--- config.mk ---
export PLATFORM = sky130hd
export DESIGN_NAME = rgb_to_hsv_pixel_top_flat
export DESIGN_NICKNAME = d
export VERILOG_FILES = /design/src/design/rgbhsv_pkg.sv /design/src/design/rgbhsv_ifs.sv /design/src/design/rgbhsv_prep.sv /design/src/design/rgbhsv_div.sv /design/src/design/rgb_to_hsv_pixel_top.sv /design/src/flat_wrapper.sv
export SDC_FILE = /design/constraint.sdc
export NUM_CORES = 2
export LEC_CHECK = 0
export BUFFER_PORTS_ARGS = -buffer_cell sky130_fd_sc_hd__buf_4
export CAP_MARGIN = 0
export CORE_MARGIN = 2
export CORE_UTILIZATION = 35
export CTS_BUF_LIST = sky130_fd_sc_hd__clkbuf_8 sky130_fd_sc_hd__clkbuf_16
export CTS_CLUSTER_DIAMETER = 40
export DETAILED_ROUTE_END_ITERATION = 8
export SLEW_MARGIN = 10
export SYNTH_ARGS = -nofsm -noshare
export SYNTH_HDL_FRONTEND = slang
export SYNTH_HIERARCHICAL = 1
export SYNTH_SLANG_ARGS = --single-unit
--- constraint.sdc ---
create_clock -name clock -period 80.4 [get_ports clock]
set_input_delay 12.06 -clock clock [delete_from_list [all_inputs] [get_ports clock]]
set_output_delay 12.06 -clock clock [all_outputs]
set_load 0.02 [all_outputs]
--- src/design/rgbhsv_pkg.sv ---
// ----------------------------------------------------------------------------
// rgbhsv_pkg
// Shared types, widths and constants for the RGB to HSV pixel converter.
// ----------------------------------------------------------------------------
package rgbhsv_pkg;

   // Field widths of the pixel and result channels
   localparam int CHAN_W = 8;
   localparam int HUE_W  = 15;
   localparam int SAT_W  = 13;

   // Fixed-point fraction bits of hue and saturation
   localparam int HUE_FRAC_BITS = 6;
   localparam int SAT_FRAC_BITS = 12;

   // Hue numerator base*delta + 60*num is below 360*255, so 17 bits hold it
   localparam int HUE_NUM_W = 17;
   localparam int HUE_DVD_W = HUE_NUM_W + HUE_FRAC_BITS + 1;
   localparam int SAT_DVD_W = CHAN_W + SAT_FRAC_BITS + 1;
   localparam int DVS_W     = CHAN_W + 1;

   // Quotient widths; both dividers share the larger one so latencies match
   localparam int HUE_FULL_TURN = 360 << HUE_FRAC_BITS;
   localparam int HUE_Q_W = $clog2(HUE_FULL_TURN + 1);
   localparam int SAT_Q_W = SAT_FRAC_BITS + 1;
   localparam int DIV_Q_W = (HUE_Q_W > SAT_Q_W) ? HUE_Q_W : SAT_Q_W;

   // Hue sector angles in whole degrees
   localparam int SECTOR_ANG_W = 9;
   localparam logic [SECTOR_ANG_W-1:0] ANG_RED_WRAP = SECTOR_ANG_W'(360);
   localparam logic [SECTOR_ANG_W-1:0] ANG_RED      = SECTOR_ANG_W'(0);
   localparam logic [SECTOR_ANG_W-1:0] ANG_GREEN    = SECTOR_ANG_W'(120);
   localparam logic [SECTOR_ANG_W-1:0] ANG_BLUE     = SECTOR_ANG_W'(240);

   // Channel that holds the maximum
   typedef enum logic [1:0] {
      SECTOR_RED,
      SECTOR_GREEN,
      SECTOR_BLUE
   } sector_type;

   // Divider operands produced by the front stages
   typedef struct packed {
      logic [HUE_DVD_W-1:0] hue_dvd;
      logic [DVS_W-1:0]     hue_dvs;
      logic                 hue_zero;
      logic [SAT_DVD_W-1:0] sat_dvd;
      logic [DVS_W-1:0]     sat_dvs;
      logic                 sat_zero;
      logic [CHAN_W-1:0]    value;
   } prep_out_type;

endpackage

--- src/design/rgbhsv_ifs.sv ---
// ----------------------------------------------------------------------------
// rgbhsv_ifs
// Valid/ready channels for the pixel input and the HSV result.
// ----------------------------------------------------------------------------
interface rgbhsv_req_if;
   import rgbhsv_pkg::*;

   logic              valid;
   logic              ready;
   logic [CHAN_W-1:0] red;
   logic [CHAN_W-1:0] green;
   logic [CHAN_W-1:0] blue;

   modport source (output valid, output red, output green, output blue, input ready);
   modport sink   (input valid, input red, input green, input blue, output ready);
endinterface

interface rgbhsv_rsp_if;
   import rgbhsv_pkg::*;

   logic              valid;
   logic              ready;
   logic [HUE_W-1:0]  hue;
   logic [SAT_W-1:0]  saturation;
   logic [CHAN_W-1:0] brightness;

   modport source (output valid, output hue, output saturation, output brightness,
                   input ready);
   modport sink   (input valid, input hue, input saturation, input brightness,
                   output ready);
endinterface

--- src/design/rgbhsv_prep.sv ---
// ----------------------------------------------------------------------------
// rgbhsv_prep
// Two pipeline stages: find max, min and hue sector, then build the
// dividends and divisors for hue and saturation.
// ----------------------------------------------------------------------------
module rgbhsv_prep
   import rgbhsv_pkg::*;
(
   input  logic              clock,
   input  logic              reset,
   input  logic              en,
   input  logic              in_valid,
   input  logic [CHAN_W-1:0] red,
   input  logic [CHAN_W-1:0] green,
   input  logic [CHAN_W-1:0] blue,
   output logic              out_valid,
   output prep_out_type      out_op
);

   // Stage A signals
   logic [CHAN_W-1:0]        mx_in, mn_in;
   sector_type               sector_in;
   logic signed [CHAN_W:0]   num_in;

   logic                     a_valid_ff;
   logic [CHAN_W-1:0]        a_mx_ff, a_delta_ff;
   logic signed [CHAN_W:0]   a_num_ff;
   sector_type               a_sector_ff;

   // Stage B signals
   logic [SECTOR_ANG_W-1:0]       base;
   logic signed [HUE_NUM_W:0]     base_prod, num_x, num_prod, top_sum;
   prep_out_type                  op_in;

   logic                          b_valid_ff;
   prep_out_type                  b_op_ff;

   // Pick max, min and sector; red wins ties, then green
   always_comb begin
      mx_in = red;
      if (green > mx_in) mx_in = green;
      if (blue > mx_in) mx_in = blue;
      mn_in = red;
      if (green < mn_in) mn_in = green;
      if (blue < mn_in) mn_in = blue;

      priority if (mx_in == red) begin
         sector_in = SECTOR_RED;
         num_in    = $signed({1'b0, green}) - $signed({1'b0, blue});
      end else if (mx_in == green) begin
         sector_in = SECTOR_GREEN;
         num_in    = $signed({1'b0, blue}) - $signed({1'b0, red});
      end else begin
         sector_in = SECTOR_BLUE;
         num_in    = $signed({1'b0, red}) - $signed({1'b0, green});
      end
   end

   always_ff @(posedge clock) begin
      if (reset) begin
         a_valid_ff <= 1'b0;
      end else if (en) begin
         a_valid_ff <= in_valid;
      end
   end

   always_ff @(posedge clock) begin
      if (en) begin
         a_mx_ff     <= mx_in;
         a_delta_ff  <= mx_in - mn_in;
         a_num_ff    <= num_in;
         a_sector_ff <= sector_in;
      end
   end

   // Build base*delta + 60*num and the rounding dividends
   always_comb begin
      unique case (a_sector_ff)
         SECTOR_RED:   base = a_num_ff[CHAN_W] ? ANG_RED_WRAP : ANG_RED;
         SECTOR_GREEN: base = ANG_GREEN;
         SECTOR_BLUE:  base = ANG_BLUE;
         default:      base = ANG_RED;
      endcase

      base_prod = $signed((HUE_NUM_W+1)'(base) * (HUE_NUM_W+1)'(a_delta_ff));
      num_x     = (HUE_NUM_W+1)'(a_num_ff);
      num_prod  = (num_x <<< 6) - (num_x <<< 2);
      top_sum   = base_prod + num_prod;

      op_in.hue_dvd  = HUE_DVD_W'({top_sum[HUE_NUM_W-1:0], {(HUE_FRAC_BITS+1){1'b0}}})
                     + HUE_DVD_W'(a_delta_ff);
      op_in.hue_dvs  = {a_delta_ff, 1'b0};
      op_in.hue_zero = (a_delta_ff == '0);
      op_in.sat_dvd  = SAT_DVD_W'({a_delta_ff, {(SAT_FRAC_BITS+1){1'b0}}})
                     + SAT_DVD_W'(a_mx_ff);
      op_in.sat_dvs  = {a_mx_ff, 1'b0};
      op_in.sat_zero = (a_mx_ff == '0);
      op_in.value    = a_mx_ff;
   end

   always_ff @(posedge clock) begin
      if (reset) begin
         b_valid_ff <= 1'b0;
      end else if (en) begin
         b_valid_ff <= a_valid_ff;
      end
   end

   always_ff @(posedge clock) begin
      if (en) begin
         b_op_ff <= op_in;
      end
   end

   assign out_valid = b_valid_ff;
   assign out_op    = b_op_ff;

endmodule

--- src/design/rgbhsv_div.sv ---
// ----------------------------------------------------------------------------
// rgbhsv_div
// Pipelined restoring divider: one quotient bit per stage, Q_W stages.
// The quotient must fit Q_W bits; side data travels with each item.
// ----------------------------------------------------------------------------
module rgbhsv_div
   import rgbhsv_pkg::*;
#(
   parameter int DVD_W  = HUE_DVD_W,
   parameter int DVS_W  = rgbhsv_pkg::DVS_W,
   parameter int Q_W    = DIV_Q_W,
   parameter int SIDE_W = 1
)
(
   input  logic              clock,
   input  logic              reset,
   input  logic              en,
   input  logic              in_valid,
   input  logic [DVD_W-1:0]  in_dvd,
   input  logic [DVS_W-1:0]  in_dvs,
   input  logic [SIDE_W-1:0] in_side,
   output logic              out_valid,
   output logic [Q_W-1:0]    out_quot,
   output logic [SIDE_W-1:0] out_side
);

   // Per-stage registers
   logic              valid_ff [Q_W];
   logic [DVS_W-1:0]  rem_ff   [Q_W];
   logic [Q_W-1:0]    word_ff  [Q_W];
   logic [DVS_W-1:0]  dvs_ff   [Q_W];
   logic [SIDE_W-1:0] side_ff  [Q_W];

   // Stage inputs and next values
   logic              src_valid [Q_W];
   logic [DVS_W-1:0]  src_rem   [Q_W];
   logic [Q_W-1:0]    src_word  [Q_W];
   logic [DVS_W-1:0]  src_dvs   [Q_W];
   logic [SIDE_W-1:0] src_side  [Q_W];
   logic [DVS_W:0]    trial     [Q_W];
   logic              take      [Q_W];
   logic [DVS_W-1:0]  rem_in    [Q_W];
   logic [Q_W-1:0]    word_in   [Q_W];

   // Feed each stage from the previous one; the top dividend bits seed stage 0
   always_comb begin
      for (int k = 0; k < Q_W; k++) begin
         if (k == 0) begin
            src_valid[k] = in_valid;
            src_rem[k]   = DVS_W'(in_dvd >> Q_W);
            src_word[k]  = in_dvd[Q_W-1:0];
            src_dvs[k]   = in_dvs;
            src_side[k]  = in_side;
         end else begin
            src_valid[k] = valid_ff[k-1];
            src_rem[k]   = rem_ff[k-1];
            src_word[k]  = word_ff[k-1];
            src_dvs[k]   = dvs_ff[k-1];
            src_side[k]  = side_ff[k-1];
         end
      end
   end

   // Shift in one dividend bit, subtract when it fits, shift the quotient bit in
   always_comb begin
      for (int k = 0; k < Q_W; k++) begin
         trial[k]   = {src_rem[k], src_word[k][Q_W-1]};
         take[k]    = (trial[k] >= {1'b0, src_dvs[k]});
         rem_in[k]  = take[k] ? DVS_W'(trial[k] - {1'b0, src_dvs[k]}) : DVS_W'(trial[k]);
         word_in[k] = {src_word[k][Q_W-2:0], take[k]};
      end
   end

   always_ff @(posedge clock) begin
      if (reset) begin
         for (int k = 0; k < Q_W; k++) valid_ff[k] <= 1'b0;
      end else if (en) begin
         for (int k = 0; k < Q_W; k++) valid_ff[k] <= src_valid[k];
      end
   end

   always_ff @(posedge clock) begin
      if (en) begin
         for (int k = 0; k < Q_W; k++) begin
            rem_ff[k]  <= rem_in[k];
            word_ff[k] <= word_in[k];
            dvs_ff[k]  <= src_dvs[k];
            side_ff[k] <= src_side[k];
         end
      end
   end

   assign out_valid = valid_ff[Q_W-1];
   assign out_quot  = word_ff[Q_W-1];
   assign out_side  = side_ff[Q_W-1];

endmodule

--- src/design/rgb_to_hsv_pixel_top.sv ---
// ----------------------------------------------------------------------------
// rgb_to_hsv_pixel_top
// Converts a stream of 8-bit RGB pixels to fixed-point HSV, one per clock while rsp is taken.
// ----------------------------------------------------------------------------
// Usage:
//   req carries one pixel (red, green, blue) per transfer; rsp carries the
//   matching hue (degrees x 64), saturation (x 4096) and brightness (max
//   channel). Every pixel gives exactly one result, in order.
// Pipeline: a req transfer reaches rsp valid through two front stages
//   (max/min/sector, then operand build), 15 divider stages (one quotient bit
//   each, hue and saturation dividers in parallel) and the output register.
// Throughput: one pixel per clock while rsp is taken.
// Stall: the whole pipeline holds while the output register is full and
//   rsp.ready is low; req.ready drops in the same cycle, so nothing is lost
//   or repeated. Empty slots still advance while the output is free.
// Reset: synchronous, active high; clears all valid bits and holds req.ready
//   low, the block keeps no other state.
// ----------------------------------------------------------------------------
module rgb_to_hsv_pixel_top
   import rgbhsv_pkg::*;
(
   input  logic          clock,
   input  logic          reset,
   rgbhsv_req_if.sink    req,
   rgbhsv_rsp_if.source  rsp
);

   localparam int HUE_SIDE_W = CHAN_W + 1;

   logic                     en;
   logic                     prep_valid;
   prep_out_type             prep_op;

   logic                     hue_valid, sat_valid;
   logic [DIV_Q_W-1:0]       hue_quot, sat_quot;
   logic [HUE_SIDE_W-1:0]    hue_side;
   logic [0:0]               sat_side;

   logic [DIV_Q_W-1:0]       hue_wrap;
   logic [HUE_W-1:0]         hue_in;
   logic [SAT_W-1:0]         sat_in;

   logic                     rsp_valid_ff;
   logic [HUE_W-1:0]         hue_ff;
   logic [SAT_W-1:0]         sat_ff;
   logic [CHAN_W-1:0]        value_ff;

   // Advance everything unless a result waits on a stalled receiver
   assign en        = !rsp_valid_ff || rsp.ready;
   // Take no transfer while reset is high
   assign req.ready = en && !reset;

   rgbhsv_prep u_prep (
      .clock     (clock),
      .reset     (reset),
      .en        (en),
      .in_valid  (req.valid),
      .red       (req.red),
      .green     (req.green),
      .blue      (req.blue),
      .out_valid (prep_valid),
      .out_op    (prep_op)
   );

   rgbhsv_div #(
      .DVD_W  (HUE_DVD_W),
      .DVS_W  (DVS_W),
      .Q_W    (DIV_Q_W),
      .SIDE_W (HUE_SIDE_W)
   ) u_hue_div (
      .clock     (clock),
      .reset     (reset),
      .en        (en),
      .in_valid  (prep_valid),
      .in_dvd    (prep_op.hue_dvd),
      .in_dvs    (prep_op.hue_dvs),
      .in_side   ({prep_op.hue_zero, prep_op.value}),
      .out_valid (hue_valid),
      .out_quot  (hue_quot),
      .out_side  (hue_side)
   );

   rgbhsv_div #(
      .DVD_W  (SAT_DVD_W),
      .DVS_W  (DVS_W),
      .Q_W    (DIV_Q_W),
      .SIDE_W (1)
   ) u_sat_div (
      .clock     (clock),
      .reset     (reset),
      .en        (en),
      .in_valid  (prep_valid),
      .in_dvd    (prep_op.sat_dvd),
      .in_dvs    (prep_op.sat_dvs),
      .in_side   (prep_op.sat_zero),
      .out_valid (sat_valid),
      .out_quot  (sat_quot),
      .out_side  (sat_side)
   );

   // Wrap a rounded full turn to zero; force gray and black cases
   always_comb begin
      if (hue_quot >= DIV_Q_W'(HUE_FULL_TURN)) begin
         hue_wrap = hue_quot - DIV_Q_W'(HUE_FULL_TURN);
      end else begin
         hue_wrap = hue_quot;
      end
      hue_in = hue_side[CHAN_W] ? '0 : HUE_W'(hue_wrap);
      sat_in = sat_side[0]      ? '0 : SAT_W'(sat_quot);
   end

   // Output register
   always_ff @(posedge clock) begin
      if (reset) begin
         rsp_valid_ff <= 1'b0;
      end else if (en) begin
         rsp_valid_ff <= hue_valid && sat_valid;
      end
   end

   always_ff @(posedge clock) begin
      if (en) begin
         hue_ff   <= hue_in;
         sat_ff   <= sat_in;
         value_ff <= hue_side[CHAN_W-1:0];
      end
   end

   assign rsp.valid      = rsp_valid_ff;
   assign rsp.hue        = hue_ff;
   assign rsp.saturation = sat_ff;
   assign rsp.brightness = value_ff;

endmodule

--- src/flat_wrapper.sv ---
// flat-port wrapper written by rule: the top's interface ports become plain ports
module rgb_to_hsv_pixel_top_flat import rgbhsv_pkg::*;
  (clock, reset, req_valid, req_red, req_green, req_blue, req_ready, rsp_valid, rsp_hue, rsp_saturation, rsp_brightness, rsp_ready);
  rgbhsv_req_if req_i ();
  rgbhsv_rsp_if rsp_i ();
  input  logic clock;
  input  logic reset;
  input wire logic [$bits(req_i.valid)-1:0] req_valid;
  input wire logic [$bits(req_i.red)-1:0] req_red;
  input wire logic [$bits(req_i.green)-1:0] req_green;
  input wire logic [$bits(req_i.blue)-1:0] req_blue;
  output wire logic [$bits(req_i.ready)-1:0] req_ready;
  output wire logic [$bits(rsp_i.valid)-1:0] rsp_valid;
  output wire logic [$bits(rsp_i.hue)-1:0] rsp_hue;
  output wire logic [$bits(rsp_i.saturation)-1:0] rsp_saturation;
  output wire logic [$bits(rsp_i.brightness)-1:0] rsp_brightness;
  input wire logic [$bits(rsp_i.ready)-1:0] rsp_ready;
  assign req_i.valid = req_valid;
  assign req_i.red = req_red;
  assign req_i.green = req_green;
  assign req_i.blue = req_blue;
  assign req_ready = req_i.ready;
  assign rsp_valid = rsp_i.valid;
  assign rsp_hue = rsp_i.hue;
  assign rsp_saturation = rsp_i.saturation;
  assign rsp_brightness = rsp_i.brightness;
  assign rsp_i.ready = rsp_ready;
  rgb_to_hsv_pixel_top u_core (.clock(clock), .reset(reset), .req(req_i), .rsp(rsp_i));
endmodule
# Yosys cells after proc, flatten, opt, wreduce, memory -nomap -nowiden
# Memories as Yosys holds them, arrays and structs flattened. A register that Yosys moved wholly into a read port is not among the register bits.
# Index checks and enable logic that the tools add are counted.
# classes
muxes	76
reduce_logical	8
mul	1
addsub	39
n_bitwise	30
n_eq_ne	4
magnitude_cmp	35
# ops
cell	n
2-to-1 mux 9 bit	33
greater-or-equal comparator 10 x 9 -> 1 bit	29
subtractor 9 bit	29
2-to-1 mux 1 bit	36
2-to-1 mux 8 bit	4
OR 1 bit	30
case mux 9 bit (3 select lines)	1
subtractor 8 x 8 -> 9 bit	3
adder 24 x 8 -> 24 bit	1
adder 21 x 8 -> 21 bit	1
adder 17 x 16 -> 17 bit	1
multiplier 9 x 8 -> 17 bit	1
== test 8 bit	2
greater-than comparator 8 bit	2
logical NOT 8 bit	2
< comparator 8 bit	2
subtractor 15 x 11 -> 16 bit	1
greater-or-equal comparator 15 bit, second input constant	1
2-to-1 mux 15 bit	1
subtractor 15 bit, second input constant	1
greater-or-equal comparator 7 x 9 -> 1 bit	1
subtractor 7 x 9 -> 9 bit	1
subtractor 8 bit	1
== test 2 x 1 -> 1 bit, second input constant	1
other kinds (6)	8
# totals
reg_bits	116
in_bits	28
mem_bits_rw	1170
mem_count	10
output_inout_bits	38
# memory_table
name	depth	width	rd	rd_ports_with_merged_regs	wr	line	source
u_core.u_hue_div.word_ff	15	15	15	0	15	rgbhsv_div.sv:30	logic [Q_W-1:0] word_ff [Q_W];
u_core.u_sat_div.word_ff	15	15	15	1	15	rgbhsv_div.sv:30	
u_core.u_hue_div.dvs_ff	15	9	14	0	15	rgbhsv_div.sv:31	logic [DVS_W-1:0] dvs_ff [Q_W];
u_core.u_hue_div.rem_ff	15	9	14	0	15	rgbhsv_div.sv:29	logic [DVS_W-1:0] rem_ff [Q_W];
u_core.u_hue_div.side_ff	15	9	15	0	15	rgbhsv_div.sv:32	logic [SIDE_W-1:0] side_ff [Q_W];
u_core.u_sat_div.dvs_ff	15	9	14	0	15	rgbhsv_div.sv:31	
4 more memories	n/a	n/a	n/a	n/a	n/a	n/a	

# Depth between registers and ports, before layout
# logic_depth
ltp_word	7
mapped_depth	27

# Hierarchy
# Netlist, hierarchy kept.
# modules_own_cells
mod	n_inst	area_each_um2	seq_area_each_um2	cells_per_inst
rgbhsv_div (u_core.u_hue_div)	1	26708.1	18828.1	1721
rgbhsv_div (u_core.u_sat_div)	1	23184.7	15224.6	1572
rgbhsv_prep	1	7068.0	1841.8	727
rgb_to_hsv_pixel_top	1	1501.4	1101.1	101

# Worst setup path after synthesis
# Ideal clock, no wire load.
# synth_path
kind	input -> output
startpoint	in rsp_ready
endpoint	out req_ready
arrival_ns	42.432
setup_slack_ns	25.908
path_stages	2
path_cell_list	nand2b_1 nor2b_1
# synth_between
elab_chain_cells	2
# synth_rtl
element	line	source
from (decl)	flat_wrapper.sv:17	input wire logic [$bits(rsp_i.ready)-1:0] rsp_ready;
logical OR 1 bit	rgb_to_hsv_pixel_top.sv:49	assign en = !rsp_valid_ff || rsp.ready;
logical AND 1 bit	rgb_to_hsv_pixel_top.sv:51	assign req.ready = en && !reset;
to (decl)	flat_wrapper.sv:12	output wire logic [$bits(req_i.ready)-1:0] req_ready;
# No other way between the ends.

# Worst setup path after layout
# layout_path
startpoint	in rsp_ready
endpoint	out req_ready
# layout_between
elab_chain_cells	2
# layout_rtl
element	line	source
logical OR 1 bit	rgb_to_hsv_pixel_top.sv:49	
via u_core.en	rgb_to_hsv_pixel_top.sv:30	logic en;
logical AND 1 bit	rgb_to_hsv_pixel_top.sv:51	
# The timed path passes the listed nets, and every way through them passes these cells.

==> flow_summary_export.csv <==
group,metric,value,unit
outcome,outcome,"finished clean",
critical_path,worstPathRequired,68.34,ns
floorplan,die_w,410,um
timing,maxSlewViolCount,0,
critical_path,crit_path_start,"rsp_ready",
finish,layout-area-overhead-vs-synth,15.3,%
timing,grt_setup_unrepaired,"no",
route,detail_route.iter0.violations,1814,
route,detail_route.wirelength,94500,um
critical_path,worstSetupPathType,"in -> out",
yosys,yosys_warnings,6,
timing,setup-tns-final,0,ns
timing,timing_hold_violations_final,0,
min_path,path_type_of_the_worst_min_delay_path,"reg -> reg",
route,wl_per_cell,14.3,um
floorplan,die_y_extent,410,um
finish,stdcell_area,66400,um2
floorplan,placeable_core_region,163000,um2
global_route,grt_antenna_before_repair,0,
critical_path,r2r_start,"u_core/u_prep/a_sector_ff[0]",
timing,clock_skew,0.0299,ns
route,ant_nets,0,
floorplan,design.portCount,66,
job,cap_violations,0,
place,place_hpwl,65300,um
finish,postLayoutCoreUtil,40.7,%
yosys,synth.cell_area,57600,um2
timing,max_slew_margin,27.8,%
critical_path,timing.critical_path.to_type,"output port",
floorplan,std_cell_rows,148,
global_route,groute.usage.overall,11.4,%
cts,clock-sinks,1204,
cts,number_of_cts_inserted_buffers,176,
cts,clk_pin_slew,0.05,ns
critical_path,worstPathMaxFanout,40,
finish,nNetsFinal,4748,
timing,layout_min_cycle_time,25.00,ns
cts,cts_resized,0,
cts,h-tree-depth,4,
timing,max_clock_freq,40.0,MHz
route,remaining_drc_errors,0,
route,vias,31000,
global_route,grt_pass1_wl,157000,um
timing,holdWs,0.409,ns
timing,actual_transition_at_the_worst_max_transition_pin,1.08,ns
finish,mostFrequentLayoutCell,"sky130_fd_sc_hd__edfxtp_1",
place,port_buffers,65,
cts,cts-root-buf,"sky130_fd_sc_hd__clkbuf_16",
critical_path,timing.critical_path.from_type,"primary input",
cts,postCtsHoldBufs,0,
global_route,vias_in_the_first_global_route,32200,
timing,timing.final.crit_share,31.1,%
place,placedInstanceArea,60500,um2
route,avgViaCountPerCell,4.69,
floorplan,dieArea,168000,um2
cts,tritoncts,"yes",
critical_path,reg2reg_to,"u_core/u_prep/out_op[72]",
global_route,grt_overflow,0,
critical_path,worst-r2r-setup-slack,73.91,ns
cts,post_cts_buffers,0,
finish,mostFrequentLayoutCells,"sky130_fd_sc_hd__edfxtp_1 (1201), sky130_fd_sc_hd__inv_1 (537), sky130_fd_sc_hd__ha_1 (359), sky130_fd_sc_hd__a21oi_1 (232), sky130_fd_sc_hd__nor2_1 (218)",
place,globalplace.congestion,0.850,
finish,n_antenna_cell,0,
finish,drive_gt1_share,14.6,%
critical_path,arrival,12.94,ns
critical_path,endpoint,"req_ready",
yosys,synth_cells,4092,
critical_path,reg2reg_depth,23,
cts,cts_buffer_depth,3,
floorplan,start_util,35.3,%
timing,setup-violations-final,0,
yosys,syn_area_per_cell,14.1,um2
finish,n_fill_cell,14800,
cts,clkLatencyLatePin,0.78,ns
route,firstDrtPassIters,6,
global_route,grt_max_degree,174,
-- worst max-delay path, stage by stage --
cell and delay (ns):
sky130_fd_sc_hd__buf_4 0.11, sky130_fd_sc_hd__nand2b_4 0.36, sky130_fd_sc_hd__nor2b_1 0.25, sky130_fd_sc_hd__buf_4 0.15
-- layer usage --
layer / track usage [%] / vias up / part of all wire [%]
met5: 0 / - / 0
met4: 4.88 / 0 / 3.4
met3: 2.54 / 228 / 3.7
met2: 20.2 / 491 / 51
met1: 13.1 / 14800 / 42
li1: - / 15500 / -
-- worst min-delay path by stage --
stage / from / to / depth (start not counted)
CTS: u_core/u_hue_div/word_ff[0][78] / u_core/u_hue_div/word_ff[0][94] / 0
floorplan: u_core/u_hue_div/side_ff[0][1] / u_core/u_hue_div/side_ff[0][10] / 0
global placement: u_core/u_sat_div/word_ff[1][68] / u_core/u_sat_div/word_ff[1][84] / 0
detailed placement: u_core/u_hue_div/side_ff[1][56] / u_core/rsp.brightness[2] / 0
finish: u_core/u_hue_div/word_ff[0][41] / u_core/u_hue_div/word_ff[0][57] / 0
global route: u_core/u_hue_div/word_ff[0][78] / u_core/u_hue_div/word_ff[0][94] / 0
-- per-stage QoR --
| stage | setup WS, ns | cells |
|---|---|---|
| 6_report | 55.40 | 6608 |
| 5_1_grt | 55.27 | 6608 |
| 4_1_cts | 55.36 | 6608 |
| 3_5_place_dp | 55.36 | 6284 |
| 3_3_place_gp | 55.36 | 6284 |
| 2_1_floorplan | 26.63 | 4099 |
-- cell type report --
type	instances	area, um2	share of cell area, %
Inverter	525	1970	2.97
Sequential cell	1204	36100	54.4
Timing Repair Buffer	80	613	0.923
Clock buffer	180	4500	6.78
Clock inverter	144	1430	2.15
Tap cell	2175	2720	4.10
Multi-Input combinational cell	2300	19000	28.7
-- registers in the layout, indices dropped and copies added (netlist names) --
name                       cells
u_core/rsp.brightness          8
u_core/rsp.hue                15
u_core/rsp.saturation         13
u_core/rsp.valid               1
u_core/u_hue_div/dvs_ff      126
u_core/u_hue_div/rem_ff      126
u_core/u_hue_div/side_ff     135
u_core/u_hue_div/valid_ff     15
u_core/u_hue_div/word_ff     225
u_core/u_prep/a_delta_ff       8
u_core/u_prep/a_mx_ff          8
u_core/u_prep/a_num_ff         9
u_core/u_prep/a_sector_ff      2
u_core/u_prep/a_valid_ff       1
u_core/u_prep/out_op          33
u_core/u_prep/out_valid        1
u_core/u_sat_div/dvs_ff      126
u_core/u_sat_div/rem_ff      126
u_core/u_sat_div/side_ff      15
u_core/u_sat_div/valid_ff     15
u_core/u_sat_div/word_ff     196
Power is left out: the tool's default activity adds up to more than one toggle a clock period on the data nets, which glitch-free logic cannot reach.
